--- src/rtl/pva_pkg.sv ---
`timescale 1ns / 1ps

package pva_pkg;

    // Field widths of the event and result words.
    localparam int NOTE_W  = 7;
    localparam int TIME_W  = 32;
    localparam int VOICE_W = 3;
    localparam int STACK_W = 4;

    // Stack count after reset.
    localparam logic [STACK_W-1:0] STACK_RESET = 4'd1;

    // Event command codes.
    localparam logic CMD_NOTE_ON  = 1'b0;
    localparam logic CMD_NOTE_OFF = 1'b1;

    // Sequencer states, one-hot.
    typedef enum logic [5:0] {
        ST_IDLE   = 6'b000001,
        ST_MATCH  = 6'b000010,
        ST_OFF    = 6'b000100,
        ST_PICK   = 6'b001000,
        ST_OLDEST = 6'b010000,
        ST_WRITE  = 6'b100000
    } state_t;

    // One result word as handed from the sequencer to the output stage.
    typedef struct packed {
        logic [VOICE_W-1:0] voice;
        logic [NOTE_W-1:0]  voice_note;
        logic               gate_on;
        logic               detune_down;
        logic               last;
    } result_t;

endpackage

--- src/rtl/pva_in_if.sv ---
`timescale 1ns / 1ps

interface pva_in_if;
    logic                        valid;
    logic                        ready;
    logic                        cmd;
    logic [pva_pkg::NOTE_W-1:0]  note;
    logic [pva_pkg::TIME_W-1:0]  now;

    modport source (output valid, output cmd, output note, output now, input ready);
    modport sink   (input valid, input cmd, input note, input now, output ready);
endinterface

--- src/rtl/pva_out_if.sv ---
`timescale 1ns / 1ps

interface pva_out_if;
    logic                         valid;
    logic                         ready;
    logic [pva_pkg::VOICE_W-1:0]  voice;
    logic [pva_pkg::NOTE_W-1:0]   voice_note;
    logic                         gate_on;
    logic                         detune_down;
    logic                         last;

    modport source (
        output valid, output voice, output voice_note, output gate_on,
        output detune_down, output last, input ready
    );
    modport sink (
        input valid, input voice, input voice_note, input gate_on,
        input detune_down, input last, output ready
    );
endinterface

--- src/rtl/pva_ram.sv ---
`timescale 1ns / 1ps

module pva_ram #(
    parameter int WIDTH = 39,
    parameter int DEPTH = 8
) (
    input  logic                     clk,
    input  logic                     we,
    input  logic [$clog2(DEPTH)-1:0] waddr,
    input  logic [WIDTH-1:0]         wdata,
    input  logic                     re,
    input  logic [$clog2(DEPTH)-1:0] raddr,
    output logic [WIDTH-1:0]         rdata
);

    logic [WIDTH-1:0] mem_reg [DEPTH];
    logic [WIDTH-1:0] rdata_reg;

    // Synchronous write port.
    always_ff @(posedge clk)
    begin
        if (we)
        begin
            mem_reg[waddr] <= wdata;
        end
    end

    // Registered read port.
    always_ff @(posedge clk)
    begin
        if (re)
        begin
            rdata_reg <= mem_reg[raddr];
        end
    end

    assign rdata = rdata_reg;

endmodule

--- src/rtl/pva_out_stage.sv ---
`timescale 1ns / 1ps

module pva_out_stage (
    input  logic              clk,
    input  logic              rst_n,
    input  logic              push,
    input  pva_pkg::result_t  push_data,
    output logic              take,
    output logic              out_valid,
    input  logic              out_ready,
    output pva_pkg::result_t  out_data
);

    logic             valid_reg;
    logic             valid_next;
    pva_pkg::result_t data_reg;

    // The slot can be refilled when empty or when its word leaves this cycle.
    assign take = !valid_reg || out_ready;

    always_comb
    begin
        valid_next = valid_reg;
        if (push)
        begin
            valid_next = 1'b1;
        end
        else if (out_ready)
        begin
            valid_next = 1'b0;
        end
    end

    always_ff @(posedge clk or negedge rst_n)
    begin
        if (!rst_n)
        begin
            valid_reg <= 1'b0;
        end
        else
        begin
            valid_reg <= valid_next;
        end
    end

    // Payload needs no reset.
    always_ff @(posedge clk)
    begin
        if (push)
        begin
            data_reg <= push_data;
        end
    end

    assign out_valid = valid_reg;
    assign out_data  = data_reg;

endmodule

--- src/rtl/pva_seq.sv ---
`timescale 1ns / 1ps

module pva_seq #(
    parameter int VOICE_COUNT = 8
) (
    input  logic                          clk,
    input  logic                          rst_n,
    input  logic                          in_valid,
    output logic                          in_ready,
    input  logic                          in_cmd,
    input  logic [pva_pkg::NOTE_W-1:0]    in_note,
    input  logic [pva_pkg::TIME_W-1:0]    in_now,
    input  logic                          cfg_wr_en,
    input  logic [pva_pkg::STACK_W-1:0]   cfg_wr_data,
    input  logic                          res_take,
    output logic                          res_push,
    output pva_pkg::result_t              res_data,
    output logic                          ram_re,
    output logic [$clog2(VOICE_COUNT)-1:0] ram_raddr,
    input  logic [pva_pkg::NOTE_W+pva_pkg::TIME_W-1:0] ram_rdata,
    output logic                          ram_we,
    output logic [$clog2(VOICE_COUNT)-1:0] ram_waddr,
    output logic [pva_pkg::NOTE_W+pva_pkg::TIME_W-1:0] ram_wdata
);

    localparam int IDXW   = $clog2(VOICE_COUNT);
    localparam int CNTW   = $clog2(VOICE_COUNT + 1);
    localparam int NOTE_W = pva_pkg::NOTE_W;
    localparam int TIME_W = pva_pkg::TIME_W;
    localparam int ENTW   = NOTE_W + TIME_W;

    pva_pkg::state_t             state_reg, state_next;
    logic                        cmd_reg, cmd_next;
    logic [NOTE_W-1:0]           note_reg, note_next;
    logic [TIME_W-1:0]           now_reg, now_next;
    logic [pva_pkg::STACK_W-1:0] stack_reg;
    logic [CNTW-1:0]             seff_reg, seff_next;
    logic [CNTW-1:0]             copy_reg, copy_next;
    logic [CNTW-1:0]             cnt_reg, cnt_next;
    logic                        rd_pend_reg, rd_pend_next;
    logic [IDXW-1:0]             rd_idx_reg, rd_idx_next;
    logic [VOICE_COUNT-1:0]      match_reg, match_next;
    logic [VOICE_COUNT-1:0]      gate_reg, gate_next;
    logic [VOICE_COUNT-1:0]      vld_reg, vld_next;
    logic [IDXW-1:0]             ptr_reg, ptr_next;
    logic [IDXW-1:0]             chosen_reg, chosen_next;
    logic [TIME_W-1:0]           best_t_reg, best_t_next;
    logic [IDXW-1:0]             best_idx_reg, best_idx_next;

    logic [CNTW-1:0]             seff_in;
    logic [NOTE_W-1:0]           q_note;
    logic [TIME_W-1:0]           q_time;
    logic                        scan_issue;
    logic                        scan_done;
    logic                        any_free;
    logic [IDXW-1:0]             free_pick;
    logic [IDXW-1:0]             off_pick;
    logic [VOICE_COUNT-1:0]      off_rest;
    logic [IDXW-1:0]             ptr_after;

    // Low bits of a voice index as carried in a result word.
    function automatic logic [pva_pkg::VOICE_W-1:0] voice_of(input logic [IDXW-1:0] idx);
        logic [31:0] wide;
        wide = 32'(idx);
        return wide[pva_pkg::VOICE_W-1:0];
    endfunction

    // Effective stack count: zero counts as one, large values saturate.
    always_comb
    begin
        if (stack_reg == '0)
        begin
            seff_in = CNTW'(1);
        end
        else if (int'(stack_reg) > VOICE_COUNT)
        begin
            seff_in = CNTW'(VOICE_COUNT);
        end
        else
        begin
            seff_in = CNTW'(stack_reg);
        end
    end

    // An entry never written reads as zero note and zero time.
    assign q_note = vld_reg[rd_idx_reg] ? ram_rdata[ENTW-1:TIME_W] : '0;
    assign q_time = vld_reg[rd_idx_reg] ? ram_rdata[TIME_W-1:0] : '0;

    assign scan_issue = (32'(cnt_reg) < VOICE_COUNT);
    assign scan_done  = !scan_issue && !rd_pend_reg;

    // First free voice at or after the round-robin pointer.
    always_comb
    begin
        int sum;
        any_free  = 1'b0;
        free_pick = '0;
        for (int i = VOICE_COUNT - 1; i >= 0; i--)
        begin
            sum = int'(ptr_reg) + i;
            if (sum >= VOICE_COUNT)
            begin
                sum = sum - VOICE_COUNT;
            end
            if (!gate_reg[sum])
            begin
                any_free  = 1'b1;
                free_pick = IDXW'(sum);
            end
        end
    end

    // Lowest voice still to be released on a note-off.
    always_comb
    begin
        off_pick = '0;
        for (int i = VOICE_COUNT - 1; i >= 0; i--)
        begin
            if (match_reg[i])
            begin
                off_pick = IDXW'(i);
            end
        end
        off_rest           = match_reg;
        off_rest[off_pick] = 1'b0;
    end

    assign ptr_after = (chosen_reg == IDXW'(VOICE_COUNT - 1)) ? '0 : chosen_reg + 1'b1;

    // Sequencer.
    always_comb
    begin
        state_next    = state_reg;
        cmd_next      = cmd_reg;
        note_next     = note_reg;
        now_next      = now_reg;
        seff_next     = seff_reg;
        copy_next     = copy_reg;
        cnt_next      = cnt_reg;
        rd_pend_next  = rd_pend_reg;
        rd_idx_next   = rd_idx_reg;
        match_next    = match_reg;
        gate_next     = gate_reg;
        vld_next      = vld_reg;
        ptr_next      = ptr_reg;
        chosen_next   = chosen_reg;
        best_t_next   = best_t_reg;
        best_idx_next = best_idx_reg;
        ram_re        = 1'b0;
        ram_raddr     = cnt_reg[IDXW-1:0];
        ram_we        = 1'b0;
        ram_waddr     = chosen_reg;
        ram_wdata     = {note_reg, now_reg};
        res_push      = 1'b0;
        res_data      = '0;

        // Table sweep shared by the match pass and the oldest-voice pass.
        if ((state_reg == pva_pkg::ST_MATCH) || (state_reg == pva_pkg::ST_OLDEST))
        begin
            rd_pend_next = scan_issue;
            if (scan_issue)
            begin
                ram_re      = 1'b1;
                cnt_next    = cnt_reg + 1'b1;
                rd_idx_next = cnt_reg[IDXW-1:0];
            end
        end

        unique case (state_reg)
            pva_pkg::ST_IDLE:
            begin
                if (in_valid)
                begin
                    cmd_next     = in_cmd;
                    note_next    = in_note;
                    now_next     = in_now;
                    seff_next    = seff_in;
                    cnt_next     = '0;
                    rd_pend_next = 1'b0;
                    match_next   = '0;
                    state_next   = pva_pkg::ST_MATCH;
                end
            end

            pva_pkg::ST_MATCH:
            begin
                if (rd_pend_reg)
                begin
                    match_next[rd_idx_reg] = (q_note == note_reg);
                end
                if (scan_done)
                begin
                    if (cmd_reg == pva_pkg::CMD_NOTE_OFF)
                    begin
                        state_next = pva_pkg::ST_OFF;
                    end
                    else if ((seff_reg < CNTW'(2)) && ((match_reg & gate_reg) != '0))
                    begin
                        state_next = pva_pkg::ST_IDLE;
                    end
                    else
                    begin
                        copy_next  = '0;
                        state_next = pva_pkg::ST_PICK;
                    end
                end
            end

            pva_pkg::ST_OFF:
            begin
                if (match_reg == '0)
                begin
                    state_next = pva_pkg::ST_IDLE;
                end
                else if (res_take)
                begin
                    ram_we               = 1'b1;
                    ram_waddr            = off_pick;
                    ram_wdata            = {note_reg, {TIME_W{1'b0}}};
                    vld_next[off_pick]   = 1'b1;
                    gate_next[off_pick]  = 1'b0;
                    match_next           = off_rest;
                    res_push             = 1'b1;
                    res_data.voice       = voice_of(off_pick);
                    res_data.voice_note  = note_reg;
                    res_data.gate_on     = 1'b0;
                    res_data.detune_down = 1'b0;
                    res_data.last        = (off_rest == '0);
                    if (off_rest == '0)
                    begin
                        state_next = pva_pkg::ST_IDLE;
                    end
                end
            end

            pva_pkg::ST_PICK:
            begin
                if (any_free)
                begin
                    chosen_next = free_pick;
                    state_next  = pva_pkg::ST_WRITE;
                end
                else
                begin
                    cnt_next      = '0;
                    rd_pend_next  = 1'b0;
                    best_t_next   = now_reg;
                    best_idx_next = '0;
                    state_next    = pva_pkg::ST_OLDEST;
                end
            end

            pva_pkg::ST_OLDEST:
            begin
                // Strictly older only, so the lowest index wins among equals.
                if (rd_pend_reg && (q_time < best_t_reg))
                begin
                    best_t_next   = q_time;
                    best_idx_next = rd_idx_reg;
                end
                if (scan_done)
                begin
                    chosen_next = best_idx_reg;
                    state_next  = pva_pkg::ST_WRITE;
                end
            end

            pva_pkg::ST_WRITE:
            begin
                if (res_take)
                begin
                    ram_we                = 1'b1;
                    ram_waddr             = chosen_reg;
                    ram_wdata             = {note_reg, now_reg};
                    vld_next[chosen_reg]  = 1'b1;
                    gate_next[chosen_reg] = 1'b1;
                    ptr_next              = ptr_after;
                    res_push              = 1'b1;
                    res_data.voice        = voice_of(chosen_reg);
                    res_data.voice_note   = note_reg;
                    res_data.gate_on      = 1'b1;
                    res_data.detune_down  = copy_reg[0];
                    res_data.last         = (copy_reg == seff_reg - CNTW'(1));
                    if (copy_reg == seff_reg - CNTW'(1))
                    begin
                        state_next = pva_pkg::ST_IDLE;
                    end
                    else
                    begin
                        copy_next  = copy_reg + 1'b1;
                        state_next = pva_pkg::ST_PICK;
                    end
                end
            end

            default:
            begin
                state_next = pva_pkg::ST_IDLE;
            end
        endcase
    end

    assign in_ready = (state_reg == pva_pkg::ST_IDLE);

    // Stack count register.
    always_ff @(posedge clk or negedge rst_n)
    begin
        if (!rst_n)
        begin
            stack_reg <= pva_pkg::STACK_RESET;
        end
        else if (cfg_wr_en)
        begin
            stack_reg <= cfg_wr_data;
        end
    end

    // Control state and per-voice flags.
    always_ff @(posedge clk or negedge rst_n)
    begin
        if (!rst_n)
        begin
            state_reg   <= pva_pkg::ST_IDLE;
            cnt_reg     <= '0;
            rd_pend_reg <= 1'b0;
            copy_reg    <= '0;
            seff_reg    <= CNTW'(1);
            match_reg   <= '0;
            gate_reg    <= '0;
            vld_reg     <= '0;
            ptr_reg     <= '0;
        end
        else
        begin
            state_reg   <= state_next;
            cnt_reg     <= cnt_next;
            rd_pend_reg <= rd_pend_next;
            copy_reg    <= copy_next;
            seff_reg    <= seff_next;
            match_reg   <= match_next;
            gate_reg    <= gate_next;
            vld_reg     <= vld_next;
            ptr_reg     <= ptr_next;
        end
    end

    // Event fields and working values.
    always_ff @(posedge clk)
    begin
        cmd_reg      <= cmd_next;
        note_reg     <= note_next;
        now_reg      <= now_next;
        rd_idx_reg   <= rd_idx_next;
        chosen_reg   <= chosen_next;
        best_t_reg   <= best_t_next;
        best_idx_reg <= best_idx_next;
    end

endmodule

--- src/rtl/poly_voice_allocator.sv ---
// Polyphonic voice allocator.
// Event words arrive on in_ch (cmd, note, now); each event causes zero or
// more result words on out_ch (voice, voice_note, gate_on, detune_down,
// last), and last marks the final word of an event. The stack count is
// written through cfg_wr_en / cfg_wr_data; the user must do so only while
// the block is idle, which the block itself does not enforce.
// One event is handled at a time; in_ch.ready is high only when idle.
// Every event first sweeps the voice table memory, one entry a cycle.
// A note-off then releases the matching voices one at a time, lowest
// first, each as soon as the output register can take its word. A
// note-on handles its stacked copies one at a time: each takes a free
// voice, or sweeps the table again to steal the oldest one, and is written.
// Results pass through an output register, so a stalled receiver holds the
// sequencer only once a second result is waiting.
// Reset clears all gates, the round-robin pointer and the entry-written
// flags; unwritten table entries read as note 0, time 0. The stack count
// returns to one.
`timescale 1ns / 1ps

module poly_voice_allocator #(
    parameter int VOICE_COUNT = 8
) (
    input  logic                        clk,
    input  logic                        rst_n,
    pva_in_if.sink                      in_ch,
    pva_out_if.source                   out_ch,
    input  logic                        cfg_wr_en,
    input  logic [pva_pkg::STACK_W-1:0] cfg_wr_data
);

    localparam int IDXW = $clog2(VOICE_COUNT);
    localparam int ENTW = pva_pkg::NOTE_W + pva_pkg::TIME_W;

    logic              ram_re;
    logic [IDXW-1:0]   ram_raddr;
    logic [ENTW-1:0]   ram_rdata;
    logic              ram_we;
    logic [IDXW-1:0]   ram_waddr;
    logic [ENTW-1:0]   ram_wdata;
    logic              res_take;
    logic              res_push;
    pva_pkg::result_t  res_data;
    pva_pkg::result_t  out_data;

    // Voice table: held note and start time of each voice.
    pva_ram #(
        .WIDTH (ENTW),
        .DEPTH (VOICE_COUNT)
    ) u_table (
        .clk   (clk),
        .we    (ram_we),
        .waddr (ram_waddr),
        .wdata (ram_wdata),
        .re    (ram_re),
        .raddr (ram_raddr),
        .rdata (ram_rdata)
    );

    // Event sequencer.
    pva_seq #(
        .VOICE_COUNT (VOICE_COUNT)
    ) u_seq (
        .clk         (clk),
        .rst_n       (rst_n),
        .in_valid    (in_ch.valid),
        .in_ready    (in_ch.ready),
        .in_cmd      (in_ch.cmd),
        .in_note     (in_ch.note),
        .in_now      (in_ch.now),
        .cfg_wr_en   (cfg_wr_en),
        .cfg_wr_data (cfg_wr_data),
        .res_take    (res_take),
        .res_push    (res_push),
        .res_data    (res_data),
        .ram_re      (ram_re),
        .ram_raddr   (ram_raddr),
        .ram_rdata   (ram_rdata),
        .ram_we      (ram_we),
        .ram_waddr   (ram_waddr),
        .ram_wdata   (ram_wdata)
    );

    // Output register.
    pva_out_stage u_out (
        .clk       (clk),
        .rst_n     (rst_n),
        .push      (res_push),
        .push_data (res_data),
        .take      (res_take),
        .out_valid (out_ch.valid),
        .out_ready (out_ch.ready),
        .out_data  (out_data)
    );

    assign out_ch.voice       = out_data.voice;
    assign out_ch.voice_note  = out_data.voice_note;
    assign out_ch.gate_on     = out_data.gate_on;
    assign out_ch.detune_down = out_data.detune_down;
    assign out_ch.last        = out_data.last;

endmodule

--- src/flat_wrapper.sv ---
// flat-port wrapper written by rule: the top's interface ports become plain ports
module poly_voice_allocator_flat 
#(
    parameter int VOICE_COUNT = 8
)
  (clk, rst_n, cfg_wr_en, cfg_wr_data, in_ch_valid, in_ch_cmd, in_ch_note, in_ch_now, in_ch_ready, out_ch_valid, out_ch_voice, out_ch_voice_note, out_ch_gate_on, out_ch_detune_down, out_ch_last, out_ch_ready);
  pva_in_if in_ch_i ();
  pva_out_if out_ch_i ();
  input  logic clk;
  input  logic rst_n;
  input  logic cfg_wr_en;
  input  logic [pva_pkg::STACK_W-1:0] cfg_wr_data;
  input wire logic [$bits(in_ch_i.valid)-1:0] in_ch_valid;
  input wire logic [$bits(in_ch_i.cmd)-1:0] in_ch_cmd;
  input wire logic [$bits(in_ch_i.note)-1:0] in_ch_note;
  input wire logic [$bits(in_ch_i.now)-1:0] in_ch_now;
  output wire logic [$bits(in_ch_i.ready)-1:0] in_ch_ready;
  output wire logic [$bits(out_ch_i.valid)-1:0] out_ch_valid;
  output wire logic [$bits(out_ch_i.voice)-1:0] out_ch_voice;
  output wire logic [$bits(out_ch_i.voice_note)-1:0] out_ch_voice_note;
  output wire logic [$bits(out_ch_i.gate_on)-1:0] out_ch_gate_on;
  output wire logic [$bits(out_ch_i.detune_down)-1:0] out_ch_detune_down;
  output wire logic [$bits(out_ch_i.last)-1:0] out_ch_last;
  input wire logic [$bits(out_ch_i.ready)-1:0] out_ch_ready;
  assign in_ch_i.valid = in_ch_valid;
  assign in_ch_i.cmd = in_ch_cmd;
  assign in_ch_i.note = in_ch_note;
  assign in_ch_i.now = in_ch_now;
  assign in_ch_ready = in_ch_i.ready;
  assign out_ch_valid = out_ch_i.valid;
  assign out_ch_voice = out_ch_i.voice;
  assign out_ch_voice_note = out_ch_i.voice_note;
  assign out_ch_gate_on = out_ch_i.gate_on;
  assign out_ch_detune_down = out_ch_i.detune_down;
  assign out_ch_last = out_ch_i.last;
  assign out_ch_i.ready = out_ch_ready;
  poly_voice_allocator #(.VOICE_COUNT(VOICE_COUNT)) u_core (.clk(clk), .rst_n(rst_n), .in_ch(in_ch_i), .out_ch(out_ch_i), .cfg_wr_en(cfg_wr_en), .cfg_wr_data(cfg_wr_data));
endmodule
--- config.mk ---
export PLATFORM = sky130hd
export DESIGN_NAME = poly_voice_allocator_flat
export DESIGN_NICKNAME = d
export VERILOG_FILES = /design/src/rtl/pva_pkg.sv /design/src/rtl/pva_in_if.sv /design/src/rtl/pva_out_if.sv /design/src/rtl/pva_ram.sv /design/src/rtl/pva_out_stage.sv /design/src/rtl/pva_seq.sv /design/src/rtl/poly_voice_allocator.sv /design/src/flat_wrapper.sv
export SDC_FILE = /design/constraint.sdc
export NUM_CORES = 1
export LEC_CHECK = 0
export BUFFER_PORTS_ARGS = -buffer_cell sky130_fd_sc_hd__buf_2
export CAP_MARGIN = 30
export CORE_UTILIZATION = 40
export DETAILED_ROUTE_END_ITERATION = 7
export SLEW_MARGIN = 40
export SYNTH_ARGS = -nofsm -noshare
export SYNTH_HDL_FRONTEND = slang
export SYNTH_SLANG_ARGS = --single-unit
export TNS_END_PERCENT = 50
--- constraint.sdc ---
create_clock -name clk -period 5.7 [get_ports clk]
set_clock_uncertainty 0.05 [all_clocks]
set_input_delay 0.285 -clock clk [delete_from_list [all_inputs] [get_ports clk]]
set_output_delay 0.285 -clock clk [all_outputs]
set_load 0.005 [all_outputs]
Word-level counts from Yosys, hierarchy flattened
Memory sizes are Yosys's and may differ from the RTL's. A register that Yosys moved wholly into a read port is not among the register bits.
Index checks and enable logic that the tools add are counted.
{"block": "totals", "n_memories": 1, "ramBits": 312, "word_cells": 267, "ff_bits": 145}
{"memory": "u_core.u_table.mem_reg", "words": 8, "width": 39, "rd": 1, "rd_ports_with_merged_regs": 1, "wr": 1, "line_no": "pva_ram.sv:16", "text": "logic [WIDTH-1:0] mem_reg [DEPTH];"}
{"block": "classes", "addsub": 19, "bitwise": 7, "n_reduce_logical": 29, "muxes": 138, "eq_ne": 24, "n_lt_le_gt_ge": 26}
{"cell": "$mux 32", "n": 14}
{"cell": "$lt 32x5->1 const B", "n": 8}
{"cell": "$mux 8", "n": 10}
{"cell": "$mux 3", "n": 24}
{"cell": "$pmux 32 s2", "n": 1}
{"cell": "$mux 4", "n": 14}
{"cell": "$mux 6", "n": 8}
{"cell": "$mux 1", "n": 39}
{"cell": "$mux 13", "n": 3}
{"cell": "$pmux 6 s6", "n": 1}
{"cell": "$sub 4x4->5 const B", "n": 7}
{"cell": "$lt 32x32->1", "n": 1}
{"cell": "$pmux 8 s2", "n": 2}
{"cell": "$ge 4x4->1 const B", "n": 7}
{"cell": "$bmux 1 s3", "n": 9}
{"cell": "$pmux 13 s2", "n": 1}
{"cell": "$and 8x8->8", "n": 3}
{"cell": "$or 8x8->8", "n": 3}
{"cell": "$pmux 8 s3", "n": 1}
{"cell": "$ne 2x2->1 const B", "n": 10}
{"cell": "$add 3x3->4 const B", "n": 4}
{"cell": "$logic_not 8->1", "n": 2}
{"cell": "$pmux 4 s2", "n": 2}
{"cell": "$lt 3x4->1 const B", "n": 3}
{"cell": "other kinds (41)", "n": 66}

Longest topological paths before layout
Gate-level depths: netlist (run 1).
{"block": "logic_depth", "depth_word": 19, "depth_mapped": 12}

Modules after synthesis
Synthesis (run 1) repeated with hierarchy kept, for this count alone.
{"block": "unflattened", "hier_cells": 1293, "hier_area_um2": 21509.4}
{"module": "pva_ram", "seq_area_each_um2": 10540.1, "n_inst": 1, "area_each_um2": 13020.0, "cells_each": 503}
{"module": "pva_seq", "seq_area_each_um2": 3687.3, "n_inst": 1, "area_each_um2": 8051.5, "cells_each": 774}
{"module": "pva_out_stage", "seq_area_each_um2": 415.4, "n_inst": 1, "area_each_um2": 437.9, "cells_each": 16}

Least setup slack after synthesis (run 1)
No wires, ideal clock.
{"block": "synth_path", "path_kind": "register to register", "startpoint": "register u_core.u_seq.rd_idx_reg[1]", "endpoint": "register u_core.u_seq.best_idx_reg[0], enable pin", "period_less_slack_ns": 5.521, "setup_ns": 0.476, "path_stages_with_launch": 13, "n_path_buf": 2, "required_ns": 5.174, "t_arrival_ns": 4.995, "slack_ns": 0.179, "cell_sequence": "edfxtp_1 -> buf_4 -> mux2i_1 -> a22oi_1 -> clkbuf_1 -> and3_1 -> ha_1 -> a21o_1 -> a21o_1 -> a211o_1 -> a21oi_1 -> o221ai_1 -> o21ai_0"}
{"block": "synth_via", "elab_chain_cells": 7}
{"item": "start, declared", "line_no": "pva_seq.sv:41", "text": "logic [IDXW-1:0] rd_idx_reg, rd_idx_next;"}
{"item": "start signal, assigned", "line_no": "pva_seq.sv:353", "text": "rd_idx_reg <= rd_idx_next;"}
{"item": "$bmux 1 s3", "line_no": "pva_seq.sv:87", "text": "assign q_time = vld_reg[rd_idx_reg] ? ram_rdata[TIME_W-1:0] : '0;"}
{"item": "$mux 1 (not written as such)", "line_no": "pva_seq.sv:87"}
{"item": "$mux 32", "line_no": "pva_seq.sv:87"}
{"item": "$lt 32x32->1", "line_no": "pva_seq.sv:256", "text": "if (rd_pend_reg && (q_time < best_t_reg))"}
{"item": "$logic_and 1x1->1", "line_no": "pva_seq.sv:256"}
{"item": "$ne 2x1->1 (no line)"}
{"item": "$reduce_and 3->1 (no line)"}
{"item": "end signal, assigned", "line_no": "pva_seq.sv:356", "text": "best_idx_reg <= best_idx_next;"}
{"item": "end, declared", "line_no": "pva_seq.sv:48", "text": "logic [IDXW-1:0] best_idx_reg, best_idx_next;"}
No other way between the ends. The select of a mux whose other input is x is not followed.
A chain may end at the register's enable or synchronous reset.

Worst setup path after layout (run 1)
{"block": "layout_path", "startpoint": "register u_core.u_seq.rd_idx_reg[1]", "endpoint": "register u_core.u_seq.best_t_reg[28], enable pin"}
{"block": "layout_via", "elab_chain_cells": 7}
{"item": "$bmux 1 s3", "line_no": "pva_seq.sv:87"}
{"item": "$mux 1 (not written as such)", "line_no": "pva_seq.sv:87"}
{"item": "$mux 32", "line_no": "pva_seq.sv:87"}
{"item": "$lt 32x32->1", "line_no": "pva_seq.sv:256"}
{"item": "$logic_and 1x1->1", "line_no": "pva_seq.sv:256"}
{"item": "$ne 2x1->1 (no line)"}
{"item": "$reduce_and 3->1 (no line)"}
{"item": "end signal, assigned", "line_no": "pva_seq.sv:355", "text": "best_t_reg <= best_t_next;"}
{"item": "end, declared", "line_no": "pva_seq.sv:47", "text": "logic [TIME_W-1:0] best_t_reg, best_t_next;"}
No other way between the ends. The select of a mux whose other input is x is not followed.

==> results.sh, run 1 <==
export IMPL_slew_viol_final=0
export IMPL_p_per_area_mw_per_mm2=420
export IMPL_setup_worst_path_end_class="flop"
export IMPL_multi_input_area_sq_mm=0.00656
export IMPL_dp_slack_ns=1.25
export IMPL_die_height_um=234
export IMPL_clock_latency_ns=0.60
export IMPL_coreArea_sq_mm=0.0530
export IMPL_cp_arrival_ns=4.61
export IMPL_cp_required_ns=5.91
export IMPL_fill_cells=4569
export IMPL_grt_ovfl_total=0
export IMPL_synthXorXnorAreaFrac=0.00690
export IMPL_r2r_end="u_core.u_seq.best_t_reg[28]$_DFFE_PP_"
export IMPL_yosysUniqueCellTypes=81
export IMPL_clk_path_buf_depth=3
export IMPL_top_usage_layer="met2"
export IMPL_yosysTopAreaCell="edfxtp_1"
export IMPL_setup_tns_ns=0
export IMPL_r2r_slack_ns=1.30
export IMPL_ctsResizeCount=0
export IMPL_ant_nets=0
export IMPL_met2_usage=0.295
export IMPL_path_class="reg -> reg"
export IMPL_seq_area_sq_mm=0.0147
export IMPL_dp_hpwl_mm=29.7
export IMPL_fin_ws_ns=1.30
export IMPL_ir_worst_vdd_uv=239
export IMPL_power_internal_uw=7510
export IMPL_rsz0062_at_grt="no"
export IMPL_ys_ff_latch=496
export IMPL_p_leak_uw=0.00881
export IMPL_drive_gt1_frac=0.254
export IMPL_largest_reg_flops=312
export IMPL_drc_errors=0
export IMPL_grt_pass1_vias=12157
export IMPL_syn_avg_cell_area_sq_um=16.4
export IMPL_r2r_start="u_core.u_seq.rd_idx_reg[1]$_DFFE_PP_"
export IMPL_grt_max_degree=52
export IMPL_min_path_type="in -> async"
export IMPL_worstSetupStartpoint="u_core.u_seq.rd_idx_reg[1]$_DFFE_PP_"
export IMPL_clkTransAtPathRegs_ns=0.06
export IMPL_drt_pass1_iterations=5
export IMPL_critical_path_max_fanout=19
export IMPL_maxCapViolCount=0
export IMPL_die_w_um=234
export IMPL_reg2reg_depth=12
export IMPL_mappedNetlistArea_sq_mm=0.0216
export IMPL_grtUsageMet1=0.250
export IMPL_synth_cells=1316
export IMPL_clkPwrFrac=0.316
export IMPL_cts_tree="done"
export IMPL_grt_first_pass_wirelength_mm=74.1
export IMPL_synth_top_family_by_area="multiplexers"
export IMPL_finish_net_count=1532
export IMPL_rows=84
export IMPL_synth_compound_area_share=0.0519
export IMPL_synth_adder_area_share=0.0225
export IMPL_maxSlewHeadroom=0.430
export IMPL_die_area_sq_mm=0.0549
export IMPL_finalHoldViolations=0
export IMPL_outcome="finished clean"
export IMPL_synth_edff_count=445
export IMPL_met3_usage=0.0304
export IMPL_syn2layout_area_growth_pct=16.4
export IMPL_cts_root_buffer="clkbuf_16"
export IMPL_synth_warnings=0
export IMPL_via_per_inst=5.54
export IMPL_io_pins=64
export IMPL_io_buffers=63
export IMPL_ys_top_cells_by_area="edfxtp_1, mux4_2, dfrtp_1, mux2_2, ha_1"
export IMPL_synth_yosys_seq_area_share=0.678
export IMPL_synth_top_area_frac=0.619
export IMPL_start_kind="flop"
export IMPL_setup_viol=0
export IMPL_seqPwrFrac=0.459
export IMPL_antenna_cells=0
export IMPL_start_util=0.408
export IMPL_switching_share=0.289
export IMPL_post_cts_buffers=0
export IMPL_routed_wl_mm=48.4
export IMPL_grt_use_total=0.180
export IMPL_clock_sinks=496
export IMPL_pwr_share_comb=0.225
export IMPL_wire_per_inst_um=22.3
export IMPL_vias=12017
export IMPL_place_gp_congestion=0.886
export IMPL_tightest_slew_ns=0.856
export IMPL_cts_htree_levels=2
export IMPL_muxShareOfSynthArea=0.144
export IMPL_period_needed_ns=4.40
export IMPL_async_reset_ff_frac=0.103
export IMPL_cts_buffers=53
export IMPL_synth_nets=1403
export IMPL_synth_flop_cell="edfxtp_1"
export IMPL_fin_crit_sh=0.771
export IMPL_p_switching_uw=3050
export IMPL_clock_fmax_mhz=227
export IMPL_synth_simple_area_share=0.0741
export IMPL_first_iter_violations=1037
export IMPL_antenna_found_initial=0
==> layout by cell type (no fill, tap or decap), drive strengths merged, types with 8 or more instances in the layout <==
master,Yosys,routed
clkbuf,50,59
nand2b,10,10
xor2,10,10
o21ai,38,38
mux2,81,81
nor2,48,48
inv,49,53
edfxtp,445,445
and2,40,40
clkinv,1,21
o41ai,8,8
and3,45,45
buf,20,93
mux2i,19,19
nand2,61,61
nand3,16,16
ha,38,38
nor2b,9,9
or3,9,9
dfrtp,48,48
dlygate4sd3,0,51
mux4,89,89
nor3,19,19
a21oi,36,36
==> logic make-up after synthesis <==
kind of cell             after synthesis
AO/OA/AOI/OAI                        162
XOR/XNOR                              17
adder cells (fa/ha/maj)               39
buffers and inverters                120
flip-flops                           496
multiplexers                         189
AND/OR/NAND/NOR                      293
==> layout make-up <==
class | instances | share of cell area
repair buffers | 144 | 0.0478
well taps | 688 | 0.0342
inverters | 50 | 0.00747
clock inverters | 33 | 0.0130
clock buffers | 59 | 0.0537
flip-flops and latches | 496 | 0.583
multi-input cells | 700 | 0.261
==> per-layer routing <==
| metal | up-vias | wire (um) |
|---|---|---|
| met1 | 6200 | 21900 |
| met5 | - | 0 |
| met2 | 306 | 23300 |
| met3 | 60 | 2310 |
| li1 | 5451 | - |
| met4 | 0 | 933 |
==> synthesized netlist by cell type, types with 10 or more instances <==
cell type,n
nor3_1,17
clkbuf_1,49
edfxtp_1,445
ha_1,38
mux2_2,81
inv_1,48
nand2b_1,10
nand2_1,59
nor2_1,48
a21oi_1,36
xor2_1,10
mux4_2,89
dfrtp_1,48
nand3_1,16
mux2i_1,19
and3_1,45
o21ai_0,37
and2_1,40
==> how the worst max path moves through the flow <==
stage                                                      end  slack [ns]
global placement         u_core.u_seq.best_t_reg[26]$_DFFE_PP_        1.27
detailed placement       u_core.u_seq.best_t_reg[25]$_DFFE_PP_        1.25
finish                   u_core.u_seq.best_t_reg[28]$_DFFE_PP_        1.30
global route             u_core.u_seq.best_t_reg[28]$_DFFE_PP_        1.03
CTS                      u_core.u_seq.best_t_reg[25]$_DFFE_PP_        1.24
floorplan           u_core.u_seq.best_idx_reg[0]$_SDFFCE_PN0P_        0.18
==> worst max-delay path, cell delays in order (launching register included) <==
cell      delay [ns]
edfxtp_1        0.58
mux2i_1         0.21
a22oi_2         0.54
buf_4           0.30
and3_1          0.19
ha_1            0.24
a21o_1          0.18
a21o_1          0.17
a211o_1         0.28
a21oi_1         0.17
o221ai_1        0.21
o21ai_4         0.54
buf_4           0.40
==> power by group through the flow <==
stage	Combinational (uW)	Sequential, uW	Clock (uW)
2_1_floorplan	1980	4610	0
3_3_place_gp	2310	4920	0
3_5_place_dp	2370	4930	0
4_1_cts	2410	4850	3420
5_1_grt	2630	4890	3550
6_report	2380	4850	3340
==> timing repair <==
action	4_1_cts	5_1_grt
hold buffers	51	0
hold endpoints to repair	94	0
endpoints found under the setup margin	0	0
==> through the flow <==
stage	power (uW)	hold slack [ns]	instances	cell area (sq um)	utilization
2_1_floorplan	6590	-0.0606	1316	21600	-
3_3_place_gp	7240	0.411	2021	22800	0.430
3_5_place_dp	7300	0.402	2027	22900	0.433
4_1_cts	10700	0.300	2170	25100	0.475
5_1_grt	11100	0.320	2170	25100	0.475
6_report	10600	0.293	2170	25100	0.475
Power figures use the tool's default switching activity.
==> inputs of run 2 (changes only) <==
--- a/config.mk
+++ b/config.mk
@@ -5,6 +5,7 @@
 export SDC_FILE = /design/constraint.sdc
 export NUM_CORES = 1
 export LEC_CHECK = 0
+export ABC_AREA = 1
 export BUFFER_PORTS_ARGS = -buffer_cell sky130_fd_sc_hd__buf_2
 export CAP_MARGIN = 30
 export CORE_UTILIZATION = 40
==> constraint.sdc (replaced) <==
create_clock -name clk -period 4 [get_ports clk]
set_clock_uncertainty 0.05 [all_clocks]
set_input_delay 0.2 -clock clk [delete_from_list [all_inputs] [get_ports clk]]
set_output_delay 0.2 -clock clk [all_outputs]
set_load 0.005 [all_outputs]
==> results.sh, run 2 <==
export IMPL_power_uw=17000
export IMPL_cts_buffers=51
export IMPL_via_per_inst=5.12
export IMPL_coreArea_sq_mm=0.0529
export IMPL_setup_tns_ns=0
export IMPL_failed_checks="design-rule violations"
export IMPL_drc_errors=2
export IMPL_cp_required_ns=4.23
export IMPL_finish_utilization=0.472
export IMPL_cp_arrival_ns=3.88
export IMPL_io_buffers=63
export IMPL_maxSlewHeadroom=0.457
export IMPL_synth_warnings=0
export IMPL_synth_edff_count=445
export IMPL_die_area_sq_mm=0.0547
export IMPL_ir_worst_vdd_uv=318
export IMPL_fin_crit_sh=0.913
export IMPL_fin_cells=2805
export IMPL_antenna_cells=0
export IMPL_period_needed_ns=3.65
export IMPL_power_internal_uw=11100
export IMPL_start_kind="flop"
export IMPL_clk_path_buf_depth=3
export IMPL_hold_end="u_core.u_out.out_valid$_DFFE_PN0P_"
export IMPL_tightest_slew_ns=0.814
export IMPL_largest_reg_flops=312
export IMPL_cts_tree="done"
export IMPL_clock_sinks=496
export IMPL_yosysTopAreaCell="edfxtp_1"
export IMPL_critical_path_max_fanout=23
export IMPL_mappedNetlistArea_sq_mm=0.0215
export IMPL_yosysUniqueCellTypes=55
export IMPL_dp_slack_ns=0.277
export IMPL_path_buf_inv=4
export IMPL_seqPwrFrac=0.422
export IMPL_crit_path_frequent_cell="nand2_1"
export IMPL_synth_flop_cell="edfxtp_1"
export IMPL_async_reset_ff_frac=0.103
export IMPL_p_switching_uw=5910
export IMPL_holdPathStages=4
export IMPL_clock_latency_ns=0.60
export IMPL_post_synth_top_count_cell="edfxtp_1"
export IMPL_grt_first_pass_wirelength_mm=79.8
export IMPL_clkTransAtPathRegs_ns=0.06
export IMPL_dp_hpwl_mm=29.9
export IMPL_die_height_um=234
export IMPL_slowest_delay_ns=0.52
export IMPL_syn2layout_area_growth_pct=16.1
export IMPL_ys_ff_latch=496
export IMPL_crit_chain="inv_2 -> nand2_1 -> nand2_1 -> nand2_1 -> nand2_1 -> nand2_1 -> nand2_2 -> clkinvlp_4 -> buf_12 -> nor2_1 -> ha_1 -> a21oi_1 -> o21ai_0 -> nand3_1 -> nand2_1 -> nand2_1 -> a21oi_1 -> nor4_1 -> nand2_1 -> a21oi_4 -> buf_6"
export IMPL_cts_htree_levels=2
export IMPL_hold_start="out_ch_ready"
export IMPL_r2r_end="u_core.u_seq.best_t_reg[2]$_DFFE_PP_"
export IMPL_setup_viol=0
export IMPL_routed_wl_mm=51.3
export IMPL_clkPwrFrac=0.276
export IMPL_slew_viol_final=0
export IMPL_p_per_area_mw_per_mm2=680
export IMPL_rows=84
export IMPL_reg2reg_depth=21
export IMPL_grt_ovfl_total=0
export IMPL_p_leak_uw=0.00969
export IMPL_synth_yosys_seq_area_share=0.681
export IMPL_r2r_start="u_core.u_seq.rd_idx_reg[0]$_DFFE_PP_"
export IMPL_clock_fmax_mhz=274
export IMPL_vias=14373
export IMPL_finish_net_count=2163
export IMPL_grt_max_degree=160
export IMPL_min_path_type="in -> reg"
export IMPL_start_util=0.407
export IMPL_maxCapViolCount=0
export IMPL_synth_nets=2039
export IMPL_synth_top_area_frac=0.622
export IMPL_outcome="complete, but fails checks"
export IMPL_place_inst=2655
export IMPL_path_class="reg -> reg"
export IMPL_drt_pass1_iterations=8
export IMPL_io_pins=64
export IMPL_ant_nets=0
export IMPL_r2r_slack_ns=0.35
export IMPL_fin_ws_ns=0.347
export IMPL_pwr_share_comb=0.302
export IMPL_finalHoldViolations=0
export IMPL_drive_gt1_frac=0.114
export IMPL_mostFrequentLayoutCells="edfxtp_1, nor2_1, nand2_1"
export IMPL_place_gp_congestion=0.886
export IMPL_grt_pass1_vias=14096
export IMPL_synth_cells=1952
export IMPL_ys_top_cells_by_area="edfxtp_1, nor2_1, dfrtp_1, nand2_1, o21ai_0"
export IMPL_layout_commonest_cell="edfxtp_1"
export IMPL_slowest_stage="edfxtp_1"
export IMPL_critPathTopFamily="simple AND/OR/NAND/NOR gates"
export IMPL_cts_root_buffer="clkbuf_16"
export IMPL_setup_worst_path_end_class="flop"
export IMPL_antenna_found_initial=0
export IMPL_die_w_um=234
export IMPL_syn_avg_cell_area_sq_um=11.0
export IMPL_wire_per_inst_um=18.3
export IMPL_switching_share=0.348
export IMPL_first_iter_violations=1160
export IMPL_synth_commonest_cells="edfxtp_1, nor2_1, nand2_1"
export IMPL_grt_use_total=0.191
==> run 2: worst max-delay path by stage <==
stage                                    startpoint                                    endpoint  slack [ns]  depth (start not counted)
5_1_grt        u_core.u_seq.rd_idx_reg[0]$_DFFE_PP_       u_core.u_seq.best_t_reg[29]$_DFFE_PP_       -0.02                         19
3_5_place_dp   u_core.u_seq.rd_idx_reg[0]$_DFFE_PP_        u_core.u_seq.best_t_reg[3]$_DFFE_PP_        0.28                         21
3_3_place_gp   u_core.u_seq.rd_idx_reg[0]$_DFFE_PP_        u_core.u_seq.best_t_reg[3]$_DFFE_PP_        0.34                         21
2_1_floorplan  u_core.u_seq.rd_idx_reg[0]$_DFFE_PP_  u_core.u_seq.best_idx_reg[0]$_SDFFCE_PN0P_        0.12                         20
6_report       u_core.u_seq.rd_idx_reg[0]$_DFFE_PP_        u_core.u_seq.best_t_reg[2]$_DFFE_PP_        0.35                         21
4_1_cts        u_core.u_seq.rd_idx_reg[0]$_DFFE_PP_        u_core.u_seq.best_t_reg[3]$_DFFE_PP_        0.26                         21
==> run 2: layout make-up <==
class,instances,area (sq um)
fill,4783,27900
sequential,496,14600
multi-input combinational,1179,5860
clock buffer,70,1410
timing repair buffer,151,1200
tap,688,861
inverter,197,749
clock inverter,24,230
==> run 2: tightest hold or removal path: stages <==
cell and delay [ns]:
buf_2 0.08, nor2_1 0.07, inv_1 0.22, nand2_1 0.10
==> run 2: cells by family (layout without fill, tap and decap cells) <==
kind of cell,count (synthesis),after routing,share of synthesized area
flip-flops,496,496,0.681
AND/OR/NAND/NOR,764,764,0.148
buffers and inverters,277,442,0.0498
adder cells (fa/ha/maj),38,38,0.0221
multiplexers,2,2,0.00105
AO/OA/AOI/OAI,356,356,0.0905
XOR/XNOR,19,19,0.00774
==> run 2: power by group through the flow <==
stage | Sequential, uW | Clock [uW] | Combinational [uW]
2_1_floorplan | 7050 | 0 | 3690
3_3_place_gp | 7260 | 0 | 4880
3_5_place_dp | 7270 | 0 | 5010
4_1_cts | 7160 | 4780 | 5090
5_1_grt | 7230 | 4970 | 5820
6_report | 7170 | 4680 | 5130
==> run 2: routing by layer <==
layer / wire (um) / GRT usage / share of wire / vias to the layer above
met2: 24700 / 0.321 / 0.48 / 345
met5: 0 / 0 / 0 / -
met1: 23300 / 0.257 / 0.45 / 7001
met3: 2150 / 0.0259 / 0.042 / 73
met4: 1200 / 0.0607 / 0.023 / 0
li1: - / - / - / 6954
==> run 2: what timing repair did <==
action / 4_1_cts / 5_1_grt
resized for setup: 0 / 2
setup endpoints to repair: 0 / 35
hold buffers: 52 / 0
buffers inserted: 0 / 4
hold endpoints to repair: 95 / 0
==> run 2: metrics by stage <==
| stage | instance area, sq um | hold slack, ns |
|---|---|---|
| 2_1_floorplan | 21500 | -0.146 |
| 3_3_place_gp | 22800 | 0.324 |
| 3_5_place_dp | 22800 | 0.319 |
| 4_1_cts | 24900 | 0.0563 |
| 5_1_grt | 25000 | 0.123 |
| 6_report | 25000 | 0.0817 |
